===== config.mk =====
export PLATFORM = sky130hd
export DESIGN_NAME = gray_to_pseudocolor_mapper_unit
export DESIGN_NICKNAME = d
export VERILOG_FILES = /design/src/gpm_pkg.sv /design/src/gpm_front.sv /design/src/gpm_queue.sv /design/src/gpm_divider.sv /design/src/gpm_back.sv /design/src/gray_to_pseudocolor_mapper_unit.sv
export SDC_FILE = /design/constraint.sdc
export NUM_CORES = 2
export LEC_CHECK = 0
export BUFFER_PORTS_ARGS = -buffer_cell sky130_fd_sc_hd__buf_2
export CAP_MARGIN = 20
export CORE_ASPECT_RATIO = 1.4
export CORE_MARGIN = 1
export CORE_UTILIZATION = 35
export CTS_CLUSTER_DIAMETER = 200
export CTS_CLUSTER_SIZE = 12
export DETAILED_ROUTE_END_ITERATION = 7
export HOLD_SLACK_MARGIN = 0.15
export REMOVE_ABC_BUFFERS = 1
export SYNTH_ARGS = -nofsm -noshare
export SYNTH_HDL_FRONTEND = slang
export SYNTH_SLANG_ARGS = --single-unit

===== constraint.sdc =====
create_clock -name clk -period 6.9 [get_ports clk]
set_clock_uncertainty 0.15 [all_clocks]
set_input_delay 1.38 -clock clk [delete_from_list [all_inputs] [get_ports clk]]
set_output_delay 1.38 -clock clk [all_outputs]
set_load 0.02 [all_outputs]

===== src/gpm_pkg.sv =====
// Shared types and constants for the gray to pseudocolor mapper.
// Used by the front end, the queue, the divider, the back end and the top level.
package gpm_pkg;

	localparam int GRAY_W = 8;
	localparam int DATA_W = 8;
	localparam int NUM_W = 27;
	localparam int DEN_W = 11;
	localparam int QUO_W = 16;
	localparam int LANES = 3;
	localparam int SPLIT_W = 9;
	localparam int HUE_X_W = 19;

	localparam logic [2:0] REG_MODE = 3'd0;
	localparam logic [2:0] REG_LOW = 3'd1;
	localparam logic [2:0] REG_HIGH = 3'd2;
	localparam logic [2:0] REG_SPLIT = 3'd3;
	localparam logic [2:0] REG_BAND = 3'd4;
	localparam logic [2:0] REG_TINT_R = 3'd5;
	localparam logic [2:0] REG_TINT_G = 3'd6;
	localparam logic [2:0] REG_TINT_B = 3'd7;

	localparam logic [15:0] RECIP_100 = 16'd41944;
	localparam int RECIP_SHIFT = 22;
	localparam logic [NUM_W-1:0] HUE_60 = NUM_W'(65536 / 6);

	typedef struct packed {
		logic hue;
		logic band;
		logic alpha;
	} item_ctrl_t;

	typedef struct packed {
		item_ctrl_t ctrl;
		logic [LANES-1:0][NUM_W-1:0] num;
		logic [LANES-1:0][DEN_W-1:0] den;
	} div_req_t;

endpackage


===== src/gpm_front.sv =====
// Front end: configuration registers, pixel transfer, window test, split point
// and setup of the division requests. Depends on gpm_pkg.
module gpm_front (
	input logic clk,
	input logic arst_n,
	input logic start,
	input logic busy,
	input logic [gpm_pkg::GRAY_W-1:0] gray_level,
	input logic cfg_we,
	input logic [2:0] cfg_index,
	input logic [gpm_pkg::DATA_W-1:0] cfg_data,
	output logic push,
	output gpm_pkg::div_req_t req
);
	import gpm_pkg::*;

	logic mode_q;
	logic [7:0] low_q, high_q, band_q, tint_r_q, tint_g_q, tint_b_q;
	logic [6:0] split_q;

	logic valid_s1, inwin_s1;
	logic [7:0] g_s1;
	logic [14:0] prod_s1;
	logic valid_s2, inwin_s2;
	logic [7:0] g_s2;
	logic [SPLIT_W-1:0] t_s2;
	logic [30:0] recip_prod;

	always_ff @(posedge clk or negedge arst_n) begin
		if (!arst_n) begin
			mode_q <= 1'b0;
			low_q <= 8'd0;
			high_q <= 8'd255;
			split_q <= 7'd50;
			band_q <= 8'd4;
			tint_r_q <= 8'd0;
			tint_g_q <= 8'd0;
			tint_b_q <= 8'd255;
		end else if (cfg_we) begin
			case (cfg_index)
				REG_MODE: mode_q <= cfg_data[0];
				REG_LOW: low_q <= cfg_data;
				REG_HIGH: high_q <= cfg_data;
				REG_SPLIT: split_q <= cfg_data[6:0];
				REG_BAND: band_q <= cfg_data;
				REG_TINT_R: tint_r_q <= cfg_data;
				REG_TINT_G: tint_g_q <= cfg_data;
				REG_TINT_B: tint_b_q <= cfg_data;
				default: ;
			endcase
		end
	end

	always_ff @(posedge clk or negedge arst_n) begin
		if (!arst_n) begin
			valid_s1 <= 1'b0;
			valid_s2 <= 1'b0;
		end else begin
			valid_s1 <= start && !busy;
			valid_s2 <= valid_s1;
		end
	end

	assign recip_prod = {16'b0, prod_s1} * {15'b0, RECIP_100};

	always_ff @(posedge clk) begin
		g_s1 <= gray_level;
		inwin_s1 <= (low_q <= gray_level) && (gray_level <= high_q);
		prod_s1 <= {7'b0, high_q - low_q} * {8'b0, split_q};
		g_s2 <= g_s1;
		inwin_s2 <= inwin_s1;
		t_s2 <= {1'b0, low_q} + recip_prod[RECIP_SHIFT+SPLIT_W-1:RECIP_SHIFT];
	end

	always_comb begin
		logic [SPLIT_W-1:0] g9, d_lo, d_hi;
		logic [10:0] n_lo, n_hi, e;
		logic [DEN_W-1:0] den_lo, den_hi;
		logic [7:0] m;
		logic lower;
		g9 = {1'b0, g_s2};
		lower = g9 < t_s2;
		d_lo = t_s2 - {1'b0, low_q};
		d_hi = {1'b0, high_q} - t_s2;
		n_lo = ({2'b0, d_lo} << 1) + {2'b0, d_lo} + {2'b0, t_s2 - g9};
		n_hi = {3'b0, high_q - g_s2};
		den_lo = {d_lo, 2'b0} + {1'b0, d_lo, 1'b0};
		den_hi = {d_hi, 2'b0} + {1'b0, d_hi, 1'b0};
		e = {3'b0, g_s2} + {4'b0, band_q[7:1]} - {2'b0, t_s2};
		m = tint_r_q;
		if (tint_g_q > m) m = tint_g_q;
		if (tint_b_q > m) m = tint_b_q;
		req.ctrl.alpha = inwin_s2;
		req.ctrl.hue = inwin_s2 && mode_q;
		req.ctrl.band = !e[10] && (e[9:0] < {2'b0, band_q});
		for (int l = 0; l < LANES; l++) begin
			req.num[l] = '0;
			req.den[l] = DEN_W'(1);
		end
		if (inwin_s2) begin
			if (mode_q) begin
				if (lower) begin
					req.num[0] = {n_lo, 16'b0};
					req.den[0] = den_lo;
				end else if (d_hi == '0) begin
					req.num[0] = HUE_60;
				end else begin
					req.num[0] = {n_hi, 16'b0};
					req.den[0] = den_hi;
				end
			end else if (m == 8'd0) begin
				for (int l = 0; l < LANES; l++) req.num[l] = NUM_W'(g_s2);
			end else begin
				req.num[0] = NUM_W'({8'b0, tint_r_q} * {8'b0, g_s2});
				req.num[1] = NUM_W'({8'b0, tint_g_q} * {8'b0, g_s2});
				req.num[2] = NUM_W'({8'b0, tint_b_q} * {8'b0, g_s2});
				for (int l = 0; l < LANES; l++) req.den[l] = {3'b0, m};
			end
		end
	end

	assign push = valid_s2;

endmodule


===== src/gpm_queue.sv =====
// Two-entry queue of division requests between the front and back ends.
// Depends on gpm_pkg.
module gpm_queue (
	input logic clk,
	input logic arst_n,
	input logic push,
	input gpm_pkg::div_req_t push_data,
	input logic pop,
	output logic valid,
	output logic full,
	output gpm_pkg::div_req_t pop_data
);
	import gpm_pkg::*;

	div_req_t entry_q [2];
	logic wr_ptr_q, rd_ptr_q;
	logic [1:0] count_q;

	always_ff @(posedge clk or negedge arst_n) begin
		if (!arst_n) begin
			wr_ptr_q <= 1'b0;
			rd_ptr_q <= 1'b0;
			count_q <= 2'd0;
		end else begin
			if (push) wr_ptr_q <= !wr_ptr_q;
			if (pop && valid) rd_ptr_q <= !rd_ptr_q;
			count_q <= count_q + 2'(push) - 2'(pop && valid);
		end
	end

	always_ff @(posedge clk) begin
		if (push) entry_q[wr_ptr_q] <= push_data;
	end

	assign valid = count_q != 2'd0;
	assign full = count_q == 2'd2;
	assign pop_data = entry_q[rd_ptr_q];

	a_no_overflow: assert property (@(posedge clk) disable iff (!arst_n)
		push && full |-> pop) else $error("queue transfer into a full queue");

endmodule


===== src/gpm_divider.sv =====
// Pipelined restoring divider, three lanes, one quotient bit per stage.
// Carries the item control alongside. Depends on gpm_pkg.
module gpm_divider (
	input logic clk,
	input logic arst_n,
	input logic in_valid,
	input gpm_pkg::div_req_t req,
	output logic out_valid,
	output gpm_pkg::item_ctrl_t out_ctrl,
	output logic [gpm_pkg::LANES-1:0][gpm_pkg::QUO_W-1:0] quo
);
	import gpm_pkg::*;

	logic [QUO_W-1:0] valid_s;
	item_ctrl_t ctrl_s [QUO_W];
	logic [LANES-1:0][DEN_W-1:0] rem_s [QUO_W];
	logic [LANES-1:0][DEN_W-1:0] den_s [QUO_W];
	logic [LANES-1:0][QUO_W-1:0] low_s [QUO_W];
	logic [LANES-1:0][QUO_W-1:0] quo_s [QUO_W];

	logic [QUO_W-1:0] valid_in;
	item_ctrl_t ctrl_in [QUO_W];
	logic [LANES-1:0][DEN_W-1:0] rem_in [QUO_W];
	logic [LANES-1:0][DEN_W-1:0] den_in [QUO_W];
	logic [LANES-1:0][QUO_W-1:0] low_in [QUO_W];
	logic [LANES-1:0][QUO_W-1:0] quo_in [QUO_W];

	for (genvar k = 0; k < QUO_W; k++) begin : g_stage
		if (k == 0) begin : g_first
			always_comb begin
				valid_in[k] = in_valid;
				ctrl_in[k] = req.ctrl;
				for (int l = 0; l < LANES; l++) begin
					rem_in[k][l] = req.num[l][NUM_W-1:QUO_W];
					low_in[k][l] = req.num[l][QUO_W-1:0];
					den_in[k][l] = req.den[l];
					quo_in[k][l] = '0;
				end
			end
		end else begin : g_next
			always_comb begin
				valid_in[k] = valid_s[k-1];
				ctrl_in[k] = ctrl_s[k-1];
				rem_in[k] = rem_s[k-1];
				low_in[k] = low_s[k-1];
				den_in[k] = den_s[k-1];
				quo_in[k] = quo_s[k-1];
			end
		end

		always_ff @(posedge clk or negedge arst_n) begin
			if (!arst_n) valid_s[k] <= 1'b0;
			else valid_s[k] <= valid_in[k];
		end

		always_ff @(posedge clk) begin
			logic [DEN_W:0] cur;
			logic ge;
			ctrl_s[k] <= ctrl_in[k];
			den_s[k] <= den_in[k];
			for (int l = 0; l < LANES; l++) begin
				cur = {rem_in[k][l], low_in[k][l][QUO_W-1]};
				ge = cur >= {1'b0, den_in[k][l]};
				rem_s[k][l] <= ge ? DEN_W'(cur - {1'b0, den_in[k][l]}) : cur[DEN_W-1:0];
				low_s[k][l] <= {low_in[k][l][QUO_W-2:0], 1'b0};
				quo_s[k][l] <= {quo_in[k][l][QUO_W-2:0], ge};
			end
		end
	end

	assign out_valid = valid_s[QUO_W-1];
	assign out_ctrl = ctrl_s[QUO_W-1];
	assign quo = quo_s[QUO_W-1];

	a_latency: assert property (@(posedge clk) disable iff (!arst_n)
		out_valid |-> $past(in_valid, QUO_W)) else $error("divider result without request");

endmodule


===== src/gpm_back.sv =====
// Back end: division pipeline, hue to RGB conversion, dead band and result.
// Depends on gpm_pkg and gpm_divider.
module gpm_back (
	input logic clk,
	input logic arst_n,
	input logic in_valid,
	input gpm_pkg::div_req_t req,
	output logic done,
	output logic [gpm_pkg::DATA_W-1:0] out_red,
	output logic [gpm_pkg::DATA_W-1:0] out_green,
	output logic [gpm_pkg::DATA_W-1:0] out_blue,
	output logic [gpm_pkg::DATA_W-1:0] out_alpha
);
	import gpm_pkg::*;

	localparam logic [HUE_X_W-1:0] SEC1 = HUE_X_W'(65536);
	localparam logic [HUE_X_W-1:0] SEC2 = HUE_X_W'(131072);
	localparam logic [HUE_X_W-1:0] SEC3 = HUE_X_W'(196608);
	localparam logic [HUE_X_W-1:0] SEC4 = HUE_X_W'(262144);
	localparam logic [HUE_X_W-1:0] SEC5 = HUE_X_W'(327680);
	localparam logic [HUE_X_W-1:0] SEC6 = HUE_X_W'(393216);

	logic div_valid;
	item_ctrl_t div_ctrl;
	logic [LANES-1:0][QUO_W-1:0] quo;

	logic valid_s1;
	item_ctrl_t ctrl_s1;
	logic [HUE_X_W-1:0] x_s1;
	logic [LANES-1:0][DATA_W-1:0] q_s1;
	logic valid_s2;
	logic [DATA_W-1:0] red_s2, green_s2, blue_s2, alpha_s2;

	gpm_divider u_div (
		.clk(clk),
		.arst_n(arst_n),
		.in_valid(in_valid),
		.req(req),
		.out_valid(div_valid),
		.out_ctrl(div_ctrl),
		.quo(quo)
	);

	function automatic logic [DATA_W-1:0] scale255(input logic [16:0] v);
		logic [24:0] p;
		p = {v, 8'b0} - {8'b0, v};
		return p[23:16];
	endfunction

	always_ff @(posedge clk or negedge arst_n) begin
		if (!arst_n) begin
			valid_s1 <= 1'b0;
			valid_s2 <= 1'b0;
		end else begin
			valid_s1 <= div_valid;
			valid_s2 <= valid_s1;
		end
	end

	always_ff @(posedge clk) begin
		ctrl_s1 <= div_ctrl;
		x_s1 <= {1'b0, quo[0], 2'b0} + {2'b0, quo[0], 1'b0};
		for (int l = 0; l < LANES; l++) q_s1[l] <= quo[l][DATA_W-1:0];
	end

	always_ff @(posedge clk) begin
		logic [HUE_X_W-1:0] ramp;
		logic [DATA_W-1:0] s;
		logic [DATA_W-1:0] r, g, b;
		if (x_s1 <= SEC1) ramp = x_s1;
		else if (x_s1 <= SEC2) ramp = SEC2 - x_s1;
		else if (x_s1 <= SEC3) ramp = x_s1 - SEC2;
		else if (x_s1 <= SEC4) ramp = SEC4 - x_s1;
		else if (x_s1 <= SEC5) ramp = x_s1 - SEC4;
		else ramp = SEC6 - x_s1;
		s = scale255(ramp[16:0]);
		if (x_s1 <= SEC1) begin
			r = 8'd255; g = s; b = 8'd0;
		end else if (x_s1 <= SEC2) begin
			r = s; g = 8'd255; b = 8'd0;
		end else if (x_s1 <= SEC3) begin
			r = 8'd0; g = 8'd255; b = s;
		end else if (x_s1 <= SEC4) begin
			r = 8'd0; g = s; b = 8'd255;
		end else if (x_s1 <= SEC5) begin
			r = s; g = 8'd0; b = 8'd255;
		end else begin
			r = 8'd255; g = 8'd0; b = s;
		end
		if (!ctrl_s1.alpha) begin
			red_s2 <= '0; green_s2 <= '0; blue_s2 <= '0; alpha_s2 <= '0;
		end else if (ctrl_s1.hue) begin
			red_s2 <= ctrl_s1.band ? '0 : r;
			green_s2 <= ctrl_s1.band ? '0 : g;
			blue_s2 <= ctrl_s1.band ? '0 : b;
			alpha_s2 <= 8'd255;
		end else begin
			red_s2 <= q_s1[0];
			green_s2 <= q_s1[1];
			blue_s2 <= q_s1[2];
			alpha_s2 <= 8'd255;
		end
	end

	assign done = valid_s2;
	assign out_red = red_s2;
	assign out_green = green_s2;
	assign out_blue = blue_s2;
	assign out_alpha = alpha_s2;

	a_outside_black: assert property (@(posedge clk) disable iff (!arst_n)
		done && out_alpha == 8'd0 |-> out_red == 8'd0 && out_green == 8'd0 && out_blue == 8'd0)
		else $error("colored result outside the window");

endmodule


===== src/gray_to_pseudocolor_mapper_unit.sv =====
// Top level of the gray to pseudocolor mapper.
// Depends on gpm_pkg, gpm_front, gpm_queue and gpm_back.
//
// Channel   Signals                                   Transfer
// pixel     start, busy, gray_level                   start && !busy
// config    cfg_we, cfg_index, cfg_data               cfg_we
// result    done, out_red, out_green, out_blue,       done, one cycle
//           out_alpha
//
// One pixel is taken every cycle; its result is transferred once the pixel has passed
// two front stages, one queue stage, the 16-stage divider pipeline and two color stages.
// Reset clears the pipeline valid bits, the queue and loads the register defaults.
// The receiver cannot stall; the queue drains every cycle, so busy stays low.
module gray_to_pseudocolor_mapper_unit (
	input logic clk,
	input logic arst_n,
	input logic start,
	output logic busy,
	input logic [gpm_pkg::GRAY_W-1:0] gray_level,
	input logic cfg_we,
	input logic [2:0] cfg_index,
	input logic [gpm_pkg::DATA_W-1:0] cfg_data,
	output logic done,
	output logic [gpm_pkg::DATA_W-1:0] out_red,
	output logic [gpm_pkg::DATA_W-1:0] out_green,
	output logic [gpm_pkg::DATA_W-1:0] out_blue,
	output logic [gpm_pkg::DATA_W-1:0] out_alpha
);
	import gpm_pkg::*;

	logic push, q_valid, q_full;
	div_req_t push_req, pop_req;

	gpm_front u_front (
		.clk(clk),
		.arst_n(arst_n),
		.start(start),
		.busy(busy),
		.gray_level(gray_level),
		.cfg_we(cfg_we),
		.cfg_index(cfg_index),
		.cfg_data(cfg_data),
		.push(push),
		.req(push_req)
	);

	gpm_queue u_queue (
		.clk(clk),
		.arst_n(arst_n),
		.push(push),
		.push_data(push_req),
		.pop(q_valid),
		.valid(q_valid),
		.full(q_full),
		.pop_data(pop_req)
	);

	gpm_back u_back (
		.clk(clk),
		.arst_n(arst_n),
		.in_valid(q_valid),
		.req(pop_req),
		.done(done),
		.out_red(out_red),
		.out_green(out_green),
		.out_blue(out_blue),
		.out_alpha(out_alpha)
	);

	assign busy = q_full;

endmodule

# Word-level counts from Yosys, hierarchy flattened
# Memories as Yosys holds them, arrays and structs flattened. A register that Yosys moved wholly into a read port is not among the register bits.
# Index checks and enable logic that the tools add are counted.
# totals
regBits	197
output_inout_bits	34
memories	6
ram_bits	2826
wordCells	301
# classes
add_sub_neg	69
n_mux	89
n_reduce_logical	20
n_mul	5
eq_ne	8
n_lt_le_gt_ge	59
# mem_list
name	depth	word_bits	read_ports	rd_ports_with_merged_regs	wr	line	rtl
u_back.u_div.quo_s	16	48	16	0	16	gpm_divider.sv:19	logic [LANES-1:0][QUO_W-1:0] quo_s [QUO_W];
u_back.u_div.low_s	16	45	15	0	16	gpm_divider.sv:18	logic [LANES-1:0][QUO_W-1:0] low_s [QUO_W];
u_back.u_div.den_s	16	33	15	0	16	gpm_divider.sv:17	logic [LANES-1:0][DEN_W-1:0] den_s [QUO_W];
u_back.u_div.rem_s	16	33	15	0	16	gpm_divider.sv:16	logic [LANES-1:0][DEN_W-1:0] rem_s [QUO_W];
u_queue.entry_q	2	117	1	0	1	gpm_queue.sv:15	div_req_t entry_q [2];
u_back.u_div.ctrl_s	16	3	16	1	16	gpm_divider.sv:15	item_ctrl_t ctrl_s [QUO_W];
# op_table
cell	n
12-bit by 11-bit >= comparator with 1-bit output	48
11-bit 2-to-1 mux	51
11-bit subtractor	48
8-bit 2-to-1 mux	23
114-bit 2-to-1 mux	1
17-bit 2-to-1 mux	5
70-bit 2-to-1 mux	1
27-bit 2-to-1 mux	2
1-bit by 17-bit subtractor with 17-bit output, first input constant	3
8-bit by 8-bit multiplier with 16-bit output	3
43-bit 2-to-1 mux	1
19-bit by 18-bit <= comparator with 1-bit output, second input constant	2
19-bit <= comparator, second input constant	2
17-bit by 1-bit subtractor with 17-bit output, second input constant	2
30-bit 2-to-1 mux	1
15-bit by 13-bit multiplier with 28-bit output, second input constant	1
24-bit 2-to-1 mux	1
24-bit by 17-bit subtractor with 24-bit output	1
11-bit by 10-bit adder with 11-bit output	2
18-bit by 17-bit adder with 19-bit output	1
19-bit by 17-bit <= comparator with 1-bit output, second input constant	1
19-bit 2-to-1 mux	1
9-bit by 8-bit subtractor with 9-bit output	2
8-bit > comparator	2
25 further kinds	45

# Logic depth before layout (Yosys ltp)
# logic_depth
ltp_word	14
mapped_depth	29

# By module
# From an unflattened synthesis, not the netlist that was laid out.
# unflattened
hier_cells	9245
hier_area_um2	100087.2
# modules_own_cells
module	area_each_um2	n_inst	seq_area_each_um2	cells_each
gpm_divider	67526.0	1	36555.1	6167
gpm_front	19786.5	1	2317.2	2243
gpm_queue	8709.6	1	7126.8	381
gpm_back	4065.1	1	1431.4	454

# Least setup slack after synthesis
# No wires, ideal clock.
# synth_timing
kind	register to register
start	reg u_front.prod_s1[12]
end	reg u_front.t_s2[8]
path_buffers	0
slack_ns	0.568
stages_incl_launch_ff	29
arrival_time_ns	6.049
path_cell_list	dfxtp_1 -> fa_1 -> ha_1 -> inv_1 -> fa_1 -> inv_1 -> fa_1 -> inv_1 -> fa_1 -> inv_1 -> ha_1 -> a211o_1 -> o221ai_1 -> nor3_1 -> a211oi_1 -> nor2b_1 -> nor2_1 -> xnor2_1 -> inv_1 -> fa_1 -> inv_1 -> a21oi_1 -> o21ai_0 -> a21oi_1 -> o21bai_1 -> a21o_1 -> a21oi_1 -> xnor2_1 -> xnor2_1
# synth_between
elab_chain_len	2
# synth_lines
item	line	rtl
start, declared	gpm_front.sv:23	logic [14:0] prod_s1;
start signal, assigned	gpm_front.sv:69	prod_s1 <= {7'b0, high_q - low_q} * {8'b0, split_q};
15-bit by 13-bit multiplier with 28-bit output	gpm_front.sv:64	assign recip_prod = {16'b0, prod_s1} * {15'b0, RECIP_100};
8-bit by 9-bit adder with 9-bit output	gpm_front.sv:72	t_s2 <= {1'b0, low_q} + recip_prod[RECIP_SHIFT+SPLIT_W-1:RECIP_SHIFT];
end signal, assigned	gpm_front.sv:72	
end, declared	gpm_front.sv:26	logic [SPLIT_W-1:0] t_s2;
# Every way passes these cells.
# A chain may end at the register's enable or synchronous reset.

# Worst setup path in the final report
# layout_timing
start	reg u_front.prod_s1[11]
end	reg u_front.t_s2[8]
# Same word-level chain as after synthesis.

==> metrics.md <==
| Metric | Value |
|---|---|
| Synthesized area | 79700 um2 |
| Crit path max fanout | 5 |
| Global-route wire length before repair | 266000 um |
| Cell taking the most area after synthesis | dfxtp_1 |
| Layout area overhead | 11.0% |
| Htree depth | 4 |
| Largest net degree at the start of global routing | 76 |
| #FFs+latches synth | 1749 |
| GRT Overall Usage | 0.143 |
| Top-level port count | 57 |
| Initial Utilization | 0.353 |
| DP Wirelength | 127000 um |
| Setup CP Type | flop to flop |
| Vias | ~53k |
| CTS Buffer Depth | 3 |
| N_diodes | 0 |
| Synth Flop Type | dfxtp_1 |
| Total Wirelength | 164000 um |
| Worst Path Required | 7.41 ns |
| Async SR Flop Fraction | 0.0457 |
| RSZ-0062 raised after global routing | no |
| Die Y-Extent | 566 um |
| Final nets | 9172 |
| Drt wl/cell | 14.8 um |
| Die width | between 400 and 500 um |
| Mapped Cells | between 7k and 8k |
| Share of cells above drive strength 1 | 0.0560 |
| Slew headroom | 0.358 |
| DIE AREA | 230000 um2 |
| Reg clk slew, reported paths | 0.07 ns |
| Number of max-cap violations | 0 |
| FMAX | 0.153 GHz |
| Total global routing overflow | 0 |
| I/O Buffers | 56 |
| Post-synth EDFFs | around 160 |
| Most frequent cells in the layout | dfxtp_1, inv_1, ha_1 |
| Setup crit end kind | flop |
| Synth cell types | 71 |
| Antenna violations before repair | 2 |
| Later-pin clock latency in the skew report | 0.83 ns |
| Synth area leaders | dfxtp_1, ha_1, fa_1, edfxtp_1, inv_1 |
| Core Footprint | approximately 230000 um2 |
| Vias/cell | between 4 and 5 |
| Number of global-route vias before repair | 55.0k |
| Tmin final | 6.52 ns |
| Worst path max stage delay | 0.54 ns |
| Finished Cell Area | 88400 um2 |
| Num CTS Buffers | 163 |
| Pre-Repair DR Iteration Count | 8 |
| Status | completed |
| Critical Path Slowest Stage Cell | fa_1 |
| Remaining DRCs | 0 |
| Max-slew violation count | 0 |
| Crit path launch type | flop |
| Area share of the largest cell type after synthesis | 0.379 |
| Routability cong. | around 0.90 |
| Hold Violations, Final | 0 |
| CTS tree | done |
| CTS sink cnt | around 1.7k |
| Hold Path Class | flop to flop |
| Final period util | 0.945 |
| Seq/Total Area, Yosys | 0.465 |
| DP Area | ~84000 um2 |
| Syn_area_per_cell | 10.1 um2 |
| Antenna viol nets, final | 0 |
| Most common cell after layout, fill and taps aside | dfxtp_1 |
| FP Rows | 206 |
| Crit path top cell by count | inv_1 |
| Slew @ Worst Pin | between 0.9 and 1 ns |
| Clock Root Buffer | clkbuf_16 |
| Initial DRC Count | 2180 |
| Synth Warn # | 0 |
| Final setup violation count | 0 |
| WP data arrival | 7.03 ns |
layout make-up:
class	count	area [um2]
inverters	1124	4220
clock buffers	194	4200
clock inverters	16	380
multi-input cells	4892	37900
well taps	3016	3770
fillers	21800	137000
flip-flops and latches	1749	37100
repair buffers	131	880
worst max-delay path, delay by kind of cell, from the launching register on:
| family | cells | cell delay, ns |
|---|---|---|
| flip-flops | 1 | 0.38 |
| adder cells (fa/ha/maj) | 7 | 3.01 |
| buffers and inverters | 8 | 0.68 |
| AND/OR/NAND/NOR | 2 | 0.18 |
| XOR/XNOR | 3 | 0.43 |
| AO/OA/AOI/OAI | 10 | 1.55 |
layer usage:
metal | vias up | track usage | share of wire
li1 | 26500 | - | -
met1 | 24900 | 0.138 | 0.37
met2 | 787 | 0.286 | 0.55
met3 | 390 | 0.0211 | 0.030
met4 | 2 | 0.0696 | 0.048
met5 | - | 0 | 0.000067
worst paths after layout:
| check | from | to | slack, ns | cells after the start |
|---|---|---|---|---|
| worst max-delay path | u_front.prod_s1[11]$_DFF_P_ | u_front.t_s2[8]$_DFF_P_ | 0.38 | 30 |
| worst min-delay path | u_back.u_div.low_s[8][24]$_DFF_P_ | u_back.u_div.low_s[9][25]$_DFF_P_ | 0.15 | 0 |
| worst max register to register | u_front.prod_s1[11]$_DFF_P_ | u_front.t_s2[8]$_DFF_P_ | 0.38 | 30 |
| worst min register to register | u_back.u_div.low_s[8][24]$_DFF_P_ | u_back.u_div.low_s[9][25]$_DFF_P_ | 0.15 | 0 |
| max in group asynchronous | arst_n | u_front.tint_b_q[3]$_DFFE_PN1P_ | 4.93 | 4 |
| min in group asynchronous | arst_n | u_front.split_q[2]$_DFFE_PN0P_ | 0.76 | 2 |
logic make-up (layout without fill, tap and decap cells):
logic type,count (synthesis),in the layout,share of synthesized area
compound gates,1465,1465,0.108
fa+ha+maj,1088,1088,0.196
simple gates,1833,1833,0.110
xor+xnor,349,349,0.0384
buf+inv,1265,1465,0.0601
flops,1749,1749,0.465
mux,157,157,0.0213
state kept, by name (all words and copies together) (netlist names), 9 cells and up:
name	cells
u_back.q_s1	24
u_back.u_div.ctrl_s	48
u_back.u_div.den_s	285
u_back.u_div.low_s	360
u_back.u_div.quo_s	208
u_back.u_div.rem_s	495
u_back.u_div.valid_in	15
u_back.x_s1	17
u_front.prod_s1	15
u_front.t_s2	9
u_queue.entry_q	162
per-stage QoR:
step	setup TNS [ns]	util	worst slack, ns	std cells	hold WS [ns]
6_report	0	0.392	0.377	11100	0.147
4_1_cts	0	0.392	0.00561	11100	0.150
3_3_place_gp	-0.280	0.371	-0.280	10900	0.160
3_5_place_dp	-0.215	0.371	-0.215	10900	0.162
2_1_floorplan	-8.47	-	-0.254	7765	0.160
5_1_grt	0	0.392	0.00272	11100	0.161
timing repair:
| action | in CTS | in global routing |
|---|---|---|
| endpoints found under the setup margin | 2 | 1 |
| buffers inserted | 0 | 0 |
| hold buffers | 4 | 0 |
| endpoints found under the hold margin | 6 | 0 |
| resized for setup | 2 | 6 |
| pin swaps | 0 | 4 |
synthesized netlist by cell type (83+ instances only):
library cell     n
dfxtp_1       1507
inv_1         1118
ha_1           819
a21oi_1        569
nand2_1        519
nor2_1         475
o21ai_0        396
fa_1           269
xnor2_1        221
edfxtp_1       162
nand2b_1       155
nand3_1        143
xor2_1         128
nor2b_1        127
a21o_1         125
clkbuf_1       125
o31ai_1        109
mux2_2          97
nand4_1         97
nor3_1          95
and2_1          83
Power is left out: the tool's default activity adds up to more than one toggle a clock period on the data nets, which glitch-free logic cannot reach.
